[src/rtl/lbd_pkg.sv]
// Shared types, constants and helpers of the least-backlog dispatcher.
`timescale 1ns / 1ps
`default_nettype none

package lbd_pkg;

  localparam int MAX_WORKERS = 8;
  localparam int COUNT_BITS  = 16;

  // worker_id and chosen_worker are 3 bits wide, so never more than eight workers
  localparam int ID_LIMIT     = 8;
  localparam int WORKER_LIMIT = (MAX_WORKERS < ID_LIMIT) ? MAX_WORKERS : ID_LIMIT;

  localparam int MODE_W    = 2;
  localparam int WID_W     = 3;
  localparam int STATUS_W  = 3;
  localparam int BACKLOG_W = 16;
  localparam int WCOUNT_W  = 4;

  localparam logic [WCOUNT_W-1:0] WCOUNT_RESET = 4'd8;
  localparam logic [WCOUNT_W-1:0] WCOUNT_LIMIT = WCOUNT_W'(WORKER_LIMIT);

  localparam logic [MODE_W-1:0] MODE_DISPATCH = 2'd0;
  localparam logic [MODE_W-1:0] MODE_COMPLETE = 2'd1;
  localparam logic [MODE_W-1:0] MODE_FAULT    = 2'd2;

  typedef logic signed [COUNT_BITS-1:0] cnt_t;

  localparam cnt_t CNT_NEG1 = '1;
  localparam cnt_t CNT_ONE  = cnt_t'(1);
  localparam cnt_t CNT_ZERO = '0;
  localparam cnt_t CNT_MAX  = {1'b0, {(COUNT_BITS-1){1'b1}}};

  typedef enum logic [STATUS_W-1:0] {
    ST_OK      = 3'd0,
    ST_FATAL   = 3'd1,
    ST_NOCB    = 3'd2,
    ST_RETRY   = 3'd3,
    ST_IGNORED = 3'd4
  } status_e;

  // flags and result of the shared compare/add unit
  typedef struct packed {
    logic a_zero;
    logic a_neg1;
    logic a_neg;
    logic a_max;
    logic a_lt_b;
    cnt_t sum;
  } alu_res_t;

  // counter to 16-bit signed report value, saturating above 32767
  function automatic logic signed [BACKLOG_W-1:0] encode_backlog(cnt_t v);
    logic signed [32:0] w;
    w = 33'(v);
    if (w > 33'sd32767) begin
      return 16'sd32767;
    end
    return w[BACKLOG_W-1:0];
  endfunction

endpackage

`default_nettype wire

[src/rtl/lbd_if.sv]
// Channel interfaces: request, response and worker-count write port.
`timescale 1ns / 1ps
`default_nettype none

interface lbd_req_if;
  logic                        valid;
  logic                        ready;
  logic [lbd_pkg::MODE_W-1:0]  mode;
  logic [lbd_pkg::WID_W-1:0]   worker_id;
  logic                        has_callback;

  modport source (output valid, mode, worker_id, has_callback, input ready);
  modport sink   (input valid, mode, worker_id, has_callback, output ready);
endinterface

interface lbd_rsp_if;
  logic                                 valid;
  logic                                 ready;
  logic [lbd_pkg::STATUS_W-1:0]         status;
  logic [lbd_pkg::WID_W-1:0]            chosen_worker;
  logic signed [lbd_pkg::BACKLOG_W-1:0] chosen_backlog;

  modport source (output valid, status, chosen_worker, chosen_backlog, input ready);
  modport sink   (input valid, status, chosen_worker, chosen_backlog, output ready);
endinterface

interface lbd_cfg_if;
  logic                          valid;
  logic                          ready;
  logic [lbd_pkg::WCOUNT_W-1:0]  data;

  modport source (output valid, data, input ready);
  modport sink   (input valid, data, output ready);
endinterface

`default_nettype wire

[src/rtl/lbd_alu.sv]
// Shared compare/add unit used by both the scan and the counter update.
`timescale 1ns / 1ps
`default_nettype none

module lbd_alu (
  input  wire lbd_pkg::cnt_t a_i,
  input  wire lbd_pkg::cnt_t b_i,
  input  wire logic          dec_i,
  output lbd_pkg::alu_res_t  res_o
);

  always_comb begin
    res_o.a_zero = (a_i == lbd_pkg::CNT_ZERO);
    res_o.a_neg1 = (a_i == lbd_pkg::CNT_NEG1);
    res_o.a_neg  = a_i[lbd_pkg::COUNT_BITS-1];
    res_o.a_max  = (a_i >= lbd_pkg::CNT_MAX);
    res_o.a_lt_b = (a_i < b_i);
    res_o.sum    = a_i + (dec_i ? lbd_pkg::CNT_NEG1 : lbd_pkg::CNT_ONE);
  end

endmodule

`default_nettype wire

[src/rtl/least_backlog_dispatcher.sv]
// Top level: per-worker backlog counters with a sequential least-backlog scan.
//
//  channel  dir  handshake      payload
//  req_i    in   valid/ready    mode, worker_id, has_callback
//  rsp_o    out  valid/ready    status, chosen_worker, chosen_backlog
//  cfg_i    in   valid/ready    data = worker_count (always ready)
//
// A dispatch with a callback scans the workers in S_SCAN, visiting 1..worker_count of them
// (at most 8); the single counter read port and the shared compare unit visit one worker a
// cycle, then S_APPLY updates the counter and loads the result register once the result slot
// is free.
// Events, dispatches without callback and unused modes go from S_IDLE straight to S_APPLY.
// Reset clears all counters to zero and sets worker_count to 8.
// A held result stalls only the final update; no new request is taken while it waits.
`timescale 1ns / 1ps
`default_nettype none

module least_backlog_dispatcher (
  input  wire logic   clk_i,
  input  wire logic   rst_ni,
  lbd_req_if.sink     req_i,
  lbd_rsp_if.source   rsp_o,
  lbd_cfg_if.sink     cfg_i
);

  typedef enum logic [1:0] {S_IDLE, S_SCAN, S_APPLY} state_e;
  typedef enum logic [1:0] {OP_INC, OP_DEC, OP_FAULT, OP_NONE} op_e;

  state_e                          state_q;
  op_e                             op_q;
  logic [lbd_pkg::WID_W-1:0]       idx_q;
  logic [lbd_pkg::WID_W-1:0]       pick_q;
  lbd_pkg::cnt_t                   best_q;
  lbd_pkg::status_e                pre_st_q;
  lbd_pkg::cnt_t                   cnt_q [lbd_pkg::MAX_WORKERS];
  logic [lbd_pkg::WCOUNT_W-1:0]    wc_q;

  logic                            out_valid_q;
  lbd_pkg::status_e                out_st_q;
  logic [lbd_pkg::WID_W-1:0]       out_w_q;
  logic signed [lbd_pkg::BACKLOG_W-1:0] out_b_q;

  logic [lbd_pkg::WCOUNT_W-1:0]    n_eff;
  lbd_pkg::cnt_t                   rd_val;
  lbd_pkg::alu_res_t               alu;
  logic                            req_fire;
  logic                            slot_free;
  logic                            cand;
  logic                            last;
  logic                            id_out;

  assign req_i.ready = (state_q == S_IDLE);
  assign cfg_i.ready = 1'b1;
  assign req_fire    = req_i.valid && req_i.ready;
  assign slot_free   = !out_valid_q || rsp_o.ready;

  assign rsp_o.valid          = out_valid_q;
  assign rsp_o.status         = out_st_q;
  assign rsp_o.chosen_worker  = out_w_q;
  assign rsp_o.chosen_backlog = out_b_q;

  always_comb begin
    if (wc_q == '0) begin
      n_eff = lbd_pkg::WCOUNT_W'(1);
    end else if (wc_q > lbd_pkg::WCOUNT_LIMIT) begin
      n_eff = lbd_pkg::WCOUNT_LIMIT;
    end else begin
      n_eff = wc_q;
    end
  end

  // single read port on the counter file
  assign rd_val = cnt_q[idx_q];

  lbd_alu u_alu (
    .a_i   (rd_val),
    .b_i   (best_q),
    .dec_i (op_q == OP_DEC),
    .res_o (alu)
  );

  assign cand   = (idx_q == '0) || alu.a_zero || alu.a_lt_b;
  assign last   = ({1'b0, idx_q} + lbd_pkg::WCOUNT_W'(1)) >= n_eff;
  assign id_out = {1'b0, req_i.worker_id} >= n_eff;

  always_ff @(posedge clk_i or negedge rst_ni) begin
    if (!rst_ni) begin
      state_q     <= S_IDLE;
      op_q        <= OP_NONE;
      idx_q       <= '0;
      wc_q        <= lbd_pkg::WCOUNT_RESET;
      out_valid_q <= 1'b0;
      for (int i = 0; i < lbd_pkg::MAX_WORKERS; i++) begin
        cnt_q[i] <= lbd_pkg::CNT_ZERO;
      end
    end else begin
      if (cfg_i.valid) begin
        wc_q <= cfg_i.data;
      end
      if (out_valid_q && rsp_o.ready) begin
        out_valid_q <= 1'b0;
      end
      case (state_q)
        S_IDLE: begin
          if (req_fire) begin
            case (req_i.mode)
              lbd_pkg::MODE_DISPATCH: begin
                idx_q <= '0;
                if (req_i.has_callback) begin
                  op_q    <= OP_INC;
                  state_q <= S_SCAN;
                end else begin
                  op_q     <= OP_NONE;
                  pre_st_q <= lbd_pkg::ST_NOCB;
                  state_q  <= S_APPLY;
                end
              end
              lbd_pkg::MODE_COMPLETE, lbd_pkg::MODE_FAULT: begin
                idx_q    <= req_i.worker_id;
                pre_st_q <= lbd_pkg::ST_IGNORED;
                state_q  <= S_APPLY;
                if (id_out) begin
                  op_q <= OP_NONE;
                end else if (req_i.mode == lbd_pkg::MODE_FAULT) begin
                  op_q <= OP_FAULT;
                end else begin
                  op_q <= OP_DEC;
                end
              end
              default: begin
                idx_q    <= '0;
                op_q     <= OP_NONE;
                pre_st_q <= lbd_pkg::ST_IGNORED;
                state_q  <= S_APPLY;
              end
            endcase
          end
        end
        S_SCAN: begin
          if (cand) begin
            pick_q <= idx_q;
            best_q <= rd_val;
          end
          // stop once the choice has zero backlog or the last worker is seen
          if ((cand && alu.a_zero) || last) begin
            idx_q   <= cand ? idx_q : pick_q;
            state_q <= S_APPLY;
          end else begin
            idx_q <= idx_q + 1'b1;
          end
        end
        S_APPLY: begin
          if (slot_free) begin
            out_valid_q <= 1'b1;
            out_w_q     <= idx_q;
            state_q     <= S_IDLE;
            case (op_q)
              OP_INC: begin
                if (alu.a_neg1) begin
                  out_st_q <= lbd_pkg::ST_FATAL;
                  out_b_q  <= lbd_pkg::encode_backlog(lbd_pkg::CNT_NEG1);
                end else if (alu.a_max) begin
                  out_st_q <= lbd_pkg::ST_RETRY;
                  out_b_q  <= lbd_pkg::encode_backlog(rd_val);
                end else begin
                  cnt_q[idx_q] <= alu.sum;
                  out_st_q     <= lbd_pkg::ST_OK;
                  out_b_q      <= lbd_pkg::encode_backlog(alu.sum);
                end
              end
              OP_DEC: begin
                if (alu.a_zero || alu.a_neg) begin
                  out_st_q <= lbd_pkg::ST_IGNORED;
                  out_b_q  <= lbd_pkg::encode_backlog(rd_val);
                end else begin
                  cnt_q[idx_q] <= alu.sum;
                  out_st_q     <= lbd_pkg::ST_OK;
                  out_b_q      <= lbd_pkg::encode_backlog(alu.sum);
                end
              end
              OP_FAULT: begin
                cnt_q[idx_q] <= lbd_pkg::CNT_NEG1;
                out_st_q     <= lbd_pkg::ST_OK;
                out_b_q      <= lbd_pkg::encode_backlog(lbd_pkg::CNT_NEG1);
              end
              default: begin
                out_st_q <= pre_st_q;
                out_b_q  <= '0;
              end
            endcase
          end
        end
        default: begin
          state_q <= S_IDLE;
        end
      endcase
    end
  end

  a_busy_after_accept: assert property (@(posedge clk_i) disable iff (!rst_ni)
    req_fire |=> !req_i.ready)
    else $error("request taken while a transaction is in progress");

  a_scan_in_range: assert property (@(posedge clk_i) disable iff (!rst_ni)
    (state_q == S_SCAN) |-> ({1'b0, idx_q} < n_eff))
    else $error("scan index past the workers in use");

  a_fatal_backlog: assert property (@(posedge clk_i) disable iff (!rst_ni)
    (out_valid_q && out_st_q == lbd_pkg::ST_FATAL) |-> (out_b_q == -16'sd1))
    else $error("fatal result without faulted backlog");

  a_counter_floor: assert property (@(posedge clk_i) disable iff (!rst_ni)
    (state_q == S_APPLY || state_q == S_SCAN) |-> (rd_val >= lbd_pkg::CNT_NEG1))
    else $error("backlog counter below the faulted value");

endmodule

`default_nettype wire
[src/flat_wrapper.sv]
// flat-port wrapper written by rule: the top's interface ports become plain ports
module least_backlog_dispatcher_flat 
  (clk_i, rst_ni, req_i_valid, req_i_mode, req_i_worker_id, req_i_has_callback, req_i_ready, rsp_o_valid, rsp_o_status, rsp_o_chosen_worker, rsp_o_chosen_backlog, rsp_o_ready, cfg_i_valid, cfg_i_data, cfg_i_ready);
  lbd_req_if req_i_i ();
  lbd_rsp_if rsp_o_i ();
  lbd_cfg_if cfg_i_i ();
  input  wire logic clk_i;
  input  wire logic rst_ni;
  input wire logic [$bits(req_i_i.valid)-1:0] req_i_valid;
  input wire logic [$bits(req_i_i.mode)-1:0] req_i_mode;
  input wire logic [$bits(req_i_i.worker_id)-1:0] req_i_worker_id;
  input wire logic [$bits(req_i_i.has_callback)-1:0] req_i_has_callback;
  output wire logic [$bits(req_i_i.ready)-1:0] req_i_ready;
  output wire logic [$bits(rsp_o_i.valid)-1:0] rsp_o_valid;
  output wire logic [$bits(rsp_o_i.status)-1:0] rsp_o_status;
  output wire logic [$bits(rsp_o_i.chosen_worker)-1:0] rsp_o_chosen_worker;
  output wire logic [$bits(rsp_o_i.chosen_backlog)-1:0] rsp_o_chosen_backlog;
  input wire logic [$bits(rsp_o_i.ready)-1:0] rsp_o_ready;
  input wire logic [$bits(cfg_i_i.valid)-1:0] cfg_i_valid;
  input wire logic [$bits(cfg_i_i.data)-1:0] cfg_i_data;
  output wire logic [$bits(cfg_i_i.ready)-1:0] cfg_i_ready;
  assign req_i_i.valid = req_i_valid;
  assign req_i_i.mode = req_i_mode;
  assign req_i_i.worker_id = req_i_worker_id;
  assign req_i_i.has_callback = req_i_has_callback;
  assign req_i_ready = req_i_i.ready;
  assign rsp_o_valid = rsp_o_i.valid;
  assign rsp_o_status = rsp_o_i.status;
  assign rsp_o_chosen_worker = rsp_o_i.chosen_worker;
  assign rsp_o_chosen_backlog = rsp_o_i.chosen_backlog;
  assign rsp_o_i.ready = rsp_o_ready;
  assign cfg_i_i.valid = cfg_i_valid;
  assign cfg_i_i.data = cfg_i_data;
  assign cfg_i_ready = cfg_i_i.ready;
  least_backlog_dispatcher u_core (.clk_i(clk_i), .rst_ni(rst_ni), .req_i(req_i_i), .rsp_o(rsp_o_i), .cfg_i(cfg_i_i));
endmodule
[config.mk]
export PLATFORM = sky130hd
export DESIGN_NAME = least_backlog_dispatcher_flat
export DESIGN_NICKNAME = d
export VERILOG_FILES = /design/src/rtl/lbd_pkg.sv /design/src/rtl/lbd_if.sv /design/src/rtl/lbd_alu.sv /design/src/rtl/least_backlog_dispatcher.sv /design/src/flat_wrapper.sv
export SDC_FILE = /design/constraint.sdc
export NUM_CORES = 1
export LEC_CHECK = 0
export BUFFER_PORTS_ARGS = -buffer_cell sky130_fd_sc_hd__buf_2
export CORE_MARGIN = 4
export CORE_UTILIZATION = 45
export DETAILED_ROUTE_END_ITERATION = 12
export GPL_ROUTABILITY_DRIVEN = 0
export PLACE_DENSITY = 0.69
export SYNTH_ARGS = -nofsm -noshare
export SYNTH_HDL_FRONTEND = slang
export SYNTH_SLANG_ARGS = --single-unit
[constraint.sdc]
create_clock -name clk_i -period 5.2 [get_ports clk_i]
set_input_delay 0.78 -clock clk_i [delete_from_list [all_inputs] [get_ports clk_i]]
set_output_delay 0.78 -clock clk_i [all_outputs]
set_load 0.005 [all_outputs]
After elaboration in Yosys (flattened, before gate mapping)

Cells that the tools add are included.

Flip-flop bits (word level): 183
Bits in latches: 0
RAM bits: 0
ROM bits: 0
Input port bits: 15
Output and inout bits: 25
Word-level logic and storage cells: 140
Memories: 0

Add/subtract/negate cells: 3
Multiply operators: 0
Divide/modulo/power cells: 0
Order comparisons: 9
Equality and inequality tests: 14
Shifts and indexed selects: 0
Mux-type cells: 66
Bitwise gates (word level): 2
Reductions and logical operators: 27

Operators with widths:

| kind                   | number |
|---|---|
| $mux W128              | 3 |
| $pmux W128 S3          | 1 |
| $mux W16               | 13 |
| $bwmux W128            | 1 |
| $or A128 B128 Y128     | 1 |
| $bmux W16 S3           | 1 |
| $demux W16 S3          | 1 |
| $pmux W16 S3           | 1 |
| $gt A16 B16 Y1 const B | 2 |
| $mux W1                | 23 |
| $mux W3                | 7 |
| $mux W2                | 9 |
| $add A16 B16 Y16       | 1 |
| $eq A16 B1 Y1 const B  | 1 |
| $ge A16 B16 Y1 const B | 1 |
| $logic_not A16 Y1      | 1 |
| $lt A16 B16 Y1         | 1 |
| $ne A2 B2 Y1 const B   | 5 |
| $pmux W3 S3            | 1 |
| $reduce_and A3 Y1      | 3 |
| $mux W4                | 2 |
| $eq A2 B1 Y1 const B   | 3 |
| $eq A2 B2 Y1 const B   | 3 |
| $logic_not A2 Y1       | 3 |
| other kinds (23)       | 33 |

Logic depth before layout (Yosys ltp)

Depth after elaboration: 16
Gate-level depth with buffers: 18
Mapped depth without buffers: 14

Cells and area by module

Synthesis repeated with hierarchy kept, for this count alone.

Cell total of the unflattened synthesis: 762
Area total of the unflattened synthesis: 9874.5 um^2

Modules (own cells, without submodules):

| module                   | instances | cells an instance | area each (um^2) | sequential area each (um^2) |
|---|---|---|---|---|
| least_backlog_dispatcher | 1         | 615               | 8725.9           | 4798.4 |
| lbd_alu                  | 1         | 147               | 1148.6           | 0.0 |

Least setup slack after synthesis

Ideal clock, no wire load.

Path kind: register -> register
Start point: reg u_core.idx_q[0] (netlist name)
End point: reg u_core.cnt_q[110] (netlist name)
Library setup time: 0.128 ns
Data arrival time: 3.654 ns
Data required time: 5.072 ns
Path slack: 1.419 ns
Stages on the path, launching flop included: 17
Buffers on the path: 3
Clock period less this slack: 3.781 ns
Cells stage by stage: dfrtp_1 > buf_6 > buf_6 > buf_6 > mux4_2 > mux2i_1 > inv_1 > fa_1 > a21o_1 > a21oi_1 > nand2b_1 > a21oi_1 > a211oi_1 > o21ai_0 > xor2_1 > o21bai_1 > mux2_1

Longest elaborated chain between the ends: 9
Elaborated cells between the ends (all ways): 24
Classes of those cells: add/sub (1); order compare (3); eq/ne (4); mux (10); bitwise (2); reduce/logical (4)

RTL lines:

| item                                          | RTL line                                                         | RTL |
|---|---|---|
| from (decl)                                   | least_backlog_dispatcher.sv:31                                   | `logic [lbd_pkg::WID_W-1:0] idx_q;` |
| from (signal assigned)                        | least_backlog_dispatcher.sv:119                                  | `idx_q <= req_i.worker_id;` |
| from (signal assigned)                        | least_backlog_dispatcher.sv:146                                  | `idx_q <= cand ? idx_q : pick_q;` |
| from (signal assigned)                        | least_backlog_dispatcher.sv:149                                  | `idx_q <= idx_q + 1'b1;` |
| $not A3 Y4 (not written as such) *            | least_backlog_dispatcher.sv:73                                   | `assign rd_val = cnt_q[idx_q];` |
| $bmux W16 S3 *                                | least_backlog_dispatcher.sv:73                                   |  |
| $mux W16 (not written as such) * (2 in a row) | least_backlog_dispatcher.sv:73                                   |  |
| net u_core.rd_val[1]                          | least_backlog_dispatcher.sv:44                                   | `lbd_pkg::cnt_t rd_val;` |
| $add A16 B16 Y16                              | lbd_alu.sv:18                                                    | `res_o.sum = a_i + (dec_i ? lbd_pkg::CNT_NEG1 : lbd_pkg::CNT_ONE);` |
| $bwmux W128                                   | least_backlog_dispatcher.sv:166, least_backlog_dispatcher.sv:176 |  |
| $mux W128                                     | least_backlog_dispatcher.sv:162                                  | `end else if (alu.a_max) begin` |
| $mux W128                                     | least_backlog_dispatcher.sv:159                                  | `if (alu.a_neg1) begin` |
| $pmux W128 S3                                 | least_backlog_dispatcher.sv:157                                  | `case (op_q)` |
| to (signal, indexed assignment)               | least_backlog_dispatcher.sv:166                                  | `cnt_q[idx_q] <= alu.sum;` |
| to (signal, indexed assignment)               | least_backlog_dispatcher.sv:176                                  | `cnt_q[idx_q] <= alu.sum;` |
| to (signal, indexed assignment)               | least_backlog_dispatcher.sv:182                                  | `cnt_q[idx_q] <= lbd_pkg::CNT_NEG1;` |
| to (decl)                                     | least_backlog_dispatcher.sv:35                                   | `lbd_pkg::cnt_t cnt_q [lbd_pkg::MAX_WORKERS];` |

The timed path passes the listed nets; every way through them passes the cells marked *. The select of a mux whose other input is x is not followed.
A chain may end at the register's enable or synchronous reset.

Worst setup path in the final report

Start point: reg u_core.idx_q[2] (netlist name)
End point: reg u_core.cnt_q[47] (netlist name)

The elaborated chain is that of the path after synthesis.

==> impl_metrics.ini <==
[floorplan]
die_h_um = 158
core_sq_um = 22000
initial_core_util = 0.461
die_w_um = 158
rows = 54
dieArea_sq_um = 25000
io_pins = 40

[global_routing]
antenna_found_initial = 1
grt_max_degree = 76
grt_pass1_vias = 6719
track_usage = 0.197
grt_pass1_wl_mm = 38.1
grt_remaining_overflow = 0

[cells_and_area]
postLayoutCoreUtil = 0.509
fillerInstances = 1870
final_nets = 917
seqCellArea_sq_um = 4800
mostFrequentLayoutCells = 135 x dfrtp_1, 69 x mux2_1, 61 x mux2_2
area_growth_pct = 10.3
multi_input_area_sq_um = 4870
finalInstanceArea_sq_um = 11200
drive_gt1_frac = 0.239
mostFrequentLayoutCell = dfrtp_1

[clocking]
ctsHoldBuffers = 0
postCtsSetupRepairBufs = 0
clk_pin_slew_worst_paths_ns = 0.08
clock_latency_ns = 0.44
cts_sinks = 183
cts_buffer_depth = 2
cts_made_buffers = 17
cts_htree_levels = 4
clock-root-buffer = clkbuf_16
ctsResizeCount = 0
cts_tree = done

[sta]
finalCritPeriodShare = 0.881
hold_viol = 0
drv_slew = 0
fin_crit_ns = 4.58
rsz0062_at_grt = no
skew_ns = 0.0211
worst_pin_slew_ns = 1.17
setup_slack_ns = 0.620
max-slew-margin-rel = 0.222
setup_violations = 0
fmax_ghz = 0.218
setup-tns-final_ns = 0

[drt]
wl_mm = 23.9
drt-initial-drc-count = 451
drcViolationCount = 0
num_vias = 6757
ant_nets = 0
dr.pass1.iters = 5
vias_per_cell = 5.86
wl_per_cell_um = 20.7

[synthesis]
yosys_warnings = 0
synth_top_area_cell = dfrtp_1
avgSynthCellArea_sq_um = 12.3
synthCells = 826
synth_edf_count = 43
synth_flop_cell = dfrtp_1
ys_ff_latch = 183
syn-num-nets = 884
seq_area_frac_synth = 0.474
synth_top_area_share = 0.339
synth_cell_types = 79
synthTopCellsByArea = dfrtp_1 34%, edfxtp_1 13%, mux2_1 7.7%
synth.cell_area_sq_um = 10100
synthArstFlopShare = 0.765

[worst_setup_path]
path_max_fanout = 24
regToRegEndpoint = u_core.cnt_q[47]$_DFFE_PN0P_
cp-end-kind = flop
worstSetupStartpointType = flop
path_cells = inv_1 > a221oi_1 > o21ai_1 > ha_1 > a21o_1 > a21o_1 > a211o_1 > nand3b_1 > a21oi_1 > or3_1 > a21oi_1 > mux2_2
worst-endpoint-arrival_ns = 4.95
reg2regPathDepth = 12
max_stage_delay_ns = 0.67
slowest_stage = o21ai_1
r2r_start = u_core.idx_q[2]$_DFFE_PN0P_
rrSetupSlack_ns = 0.62
crit_type = reg2reg
cp.required_ns = 5.57

[placed_design]
dpl-instance-area_sq_um = 10500
dp_slack_ns = 0.713
dp_hpwl_mm = 16.9
port_buffers = 38

[worst_hold_path]
hp-class = in2async

[run_status]
outcome = finished, final reports clean

[run]
drv_cap = 0
==> how the worst max path moves through the flow <==
stage                           startpoint                            end  slack (ns)  depth (start not counted)
3_5_place_dp   u_core.idx_q[2]$_DFFE_PN0P_   u_core.cnt_q[47]$_DFFE_PN0P_        0.71                         12
5_1_grt        u_core.idx_q[2]$_DFFE_PN0P_   u_core.cnt_q[47]$_DFFE_PN0P_        0.43                         12
6_report       u_core.idx_q[2]$_DFFE_PN0P_   u_core.cnt_q[47]$_DFFE_PN0P_        0.62                         12
3_3_place_gp   u_core.idx_q[0]$_DFFE_PN0P_   u_core.cnt_q[63]$_DFFE_PN0P_        0.77                         12
2_1_floorplan  u_core.idx_q[0]$_DFFE_PN0P_  u_core.cnt_q[110]$_DFFE_PN0P_        1.42                         16
4_1_cts        u_core.idx_q[2]$_DFFE_PN0P_   u_core.cnt_q[47]$_DFFE_PN0P_        0.68                         12
==> cell families after synthesis <==
family          synth area share
fa+ha+maj                 0.0539
mux                        0.206
flops                      0.474
xor+xnor                  0.0130
compound gates             0.117
simple gates              0.0899
other cells             0.000370
buf+inv                   0.0457
==> synthesized netlist by cell type (4+ instances only) <==
| master | count |
|---|---|
| buf_6 | 11 |
| mux2_4 | 19 |
| a221oi_1 | 7 |
| nand2b_1 | 17 |
| and2_1 | 8 |
| a31oi_1 | 7 |
| nand2_1 | 40 |
| inv_1 | 32 |
| mux2_1 | 69 |
| xnor2_1 | 7 |
| o2bb2ai_1 | 6 |
| o211ai_1 | 5 |
| nand4_1 | 6 |
| a2bb2oi_1 | 5 |
| clkbuf_1 | 14 |
| a21oi_1 | 36 |
| mux2_2 | 61 |
| a22oi_1 | 19 |
| mux2i_1 | 16 |
| edfxtp_1 | 43 |
| nand3_1 | 7 |
| o22ai_1 | 6 |
| dfrtp_1 | 137 |
| nor3_1 | 7 |
| nor2_1 | 25 |
| a21o_1 | 10 |
| xor2_1 | 8 |
| o21ai_0 | 37 |
| ha_1 | 42 |
| nor2b_1 | 14 |
| nor4_4 | 4 |
| inv_2 | 4 |
| buf_4 | 5 |
| mux4_2 | 8 |
| buf_2 | 12 |
| a211oi_1 | 4 |
| nor3_2 | 4 |
==> per-stage QoR <==
stage	hold WS (ns)	instances
final	0.321	1153
after global routing	0.381	1152
after CTS	0.358	1152
after detailed placement	0.468	1120
after global placement	0.462	1120
after floorplan	0.420	826
==> metal layers <==
metal  GRT usage  wire length [um]
met5           0                13
met4      0.0378               204
met3      0.0385              1500
met2       0.314             11200
met1       0.284             11000
==> critical path, delay by kind of cell (launching register included) <==
family          cells  cell delay (ns)
buf+inv             1             0.60
mux                 1             0.27
fa+ha+maj           1             0.44
compound gates      7             2.07
flops               1             0.60
simple gates        2             0.53
==> final cells by class <==
cell class | instances | area share
inverters | 37 | 0.0124
repair buffers | 59 | 0.0339
flip-flops and latches | 183 | 0.430
well taps | 280 | 0.0314
diodes | 1 | 0.000224
clock buffers | 18 | 0.0403
clock inverters | 14 | 0.0161
multi-input cells | 561 | 0.436
==> sequential cells by signal (all words and copies together) (netlist names), 3 cells and up <==
| register | count |
|---|---|
| u_core.rsp_o.status | 3 |
| u_core.best_q | 16 |
| u_core.rsp_o.chosen_worker | 3 |
| u_core.cnt_q | 128 |
| u_core.rsp_o.chosen_backlog | 16 |
| u_core.wc_q | 4 |
| u_core.pick_q | 3 |
| u_core.idx_q | 3 |
Power is left out: the tool's default activity adds up to more than one toggle a clock period on the data nets, which glitch-free logic cannot reach.
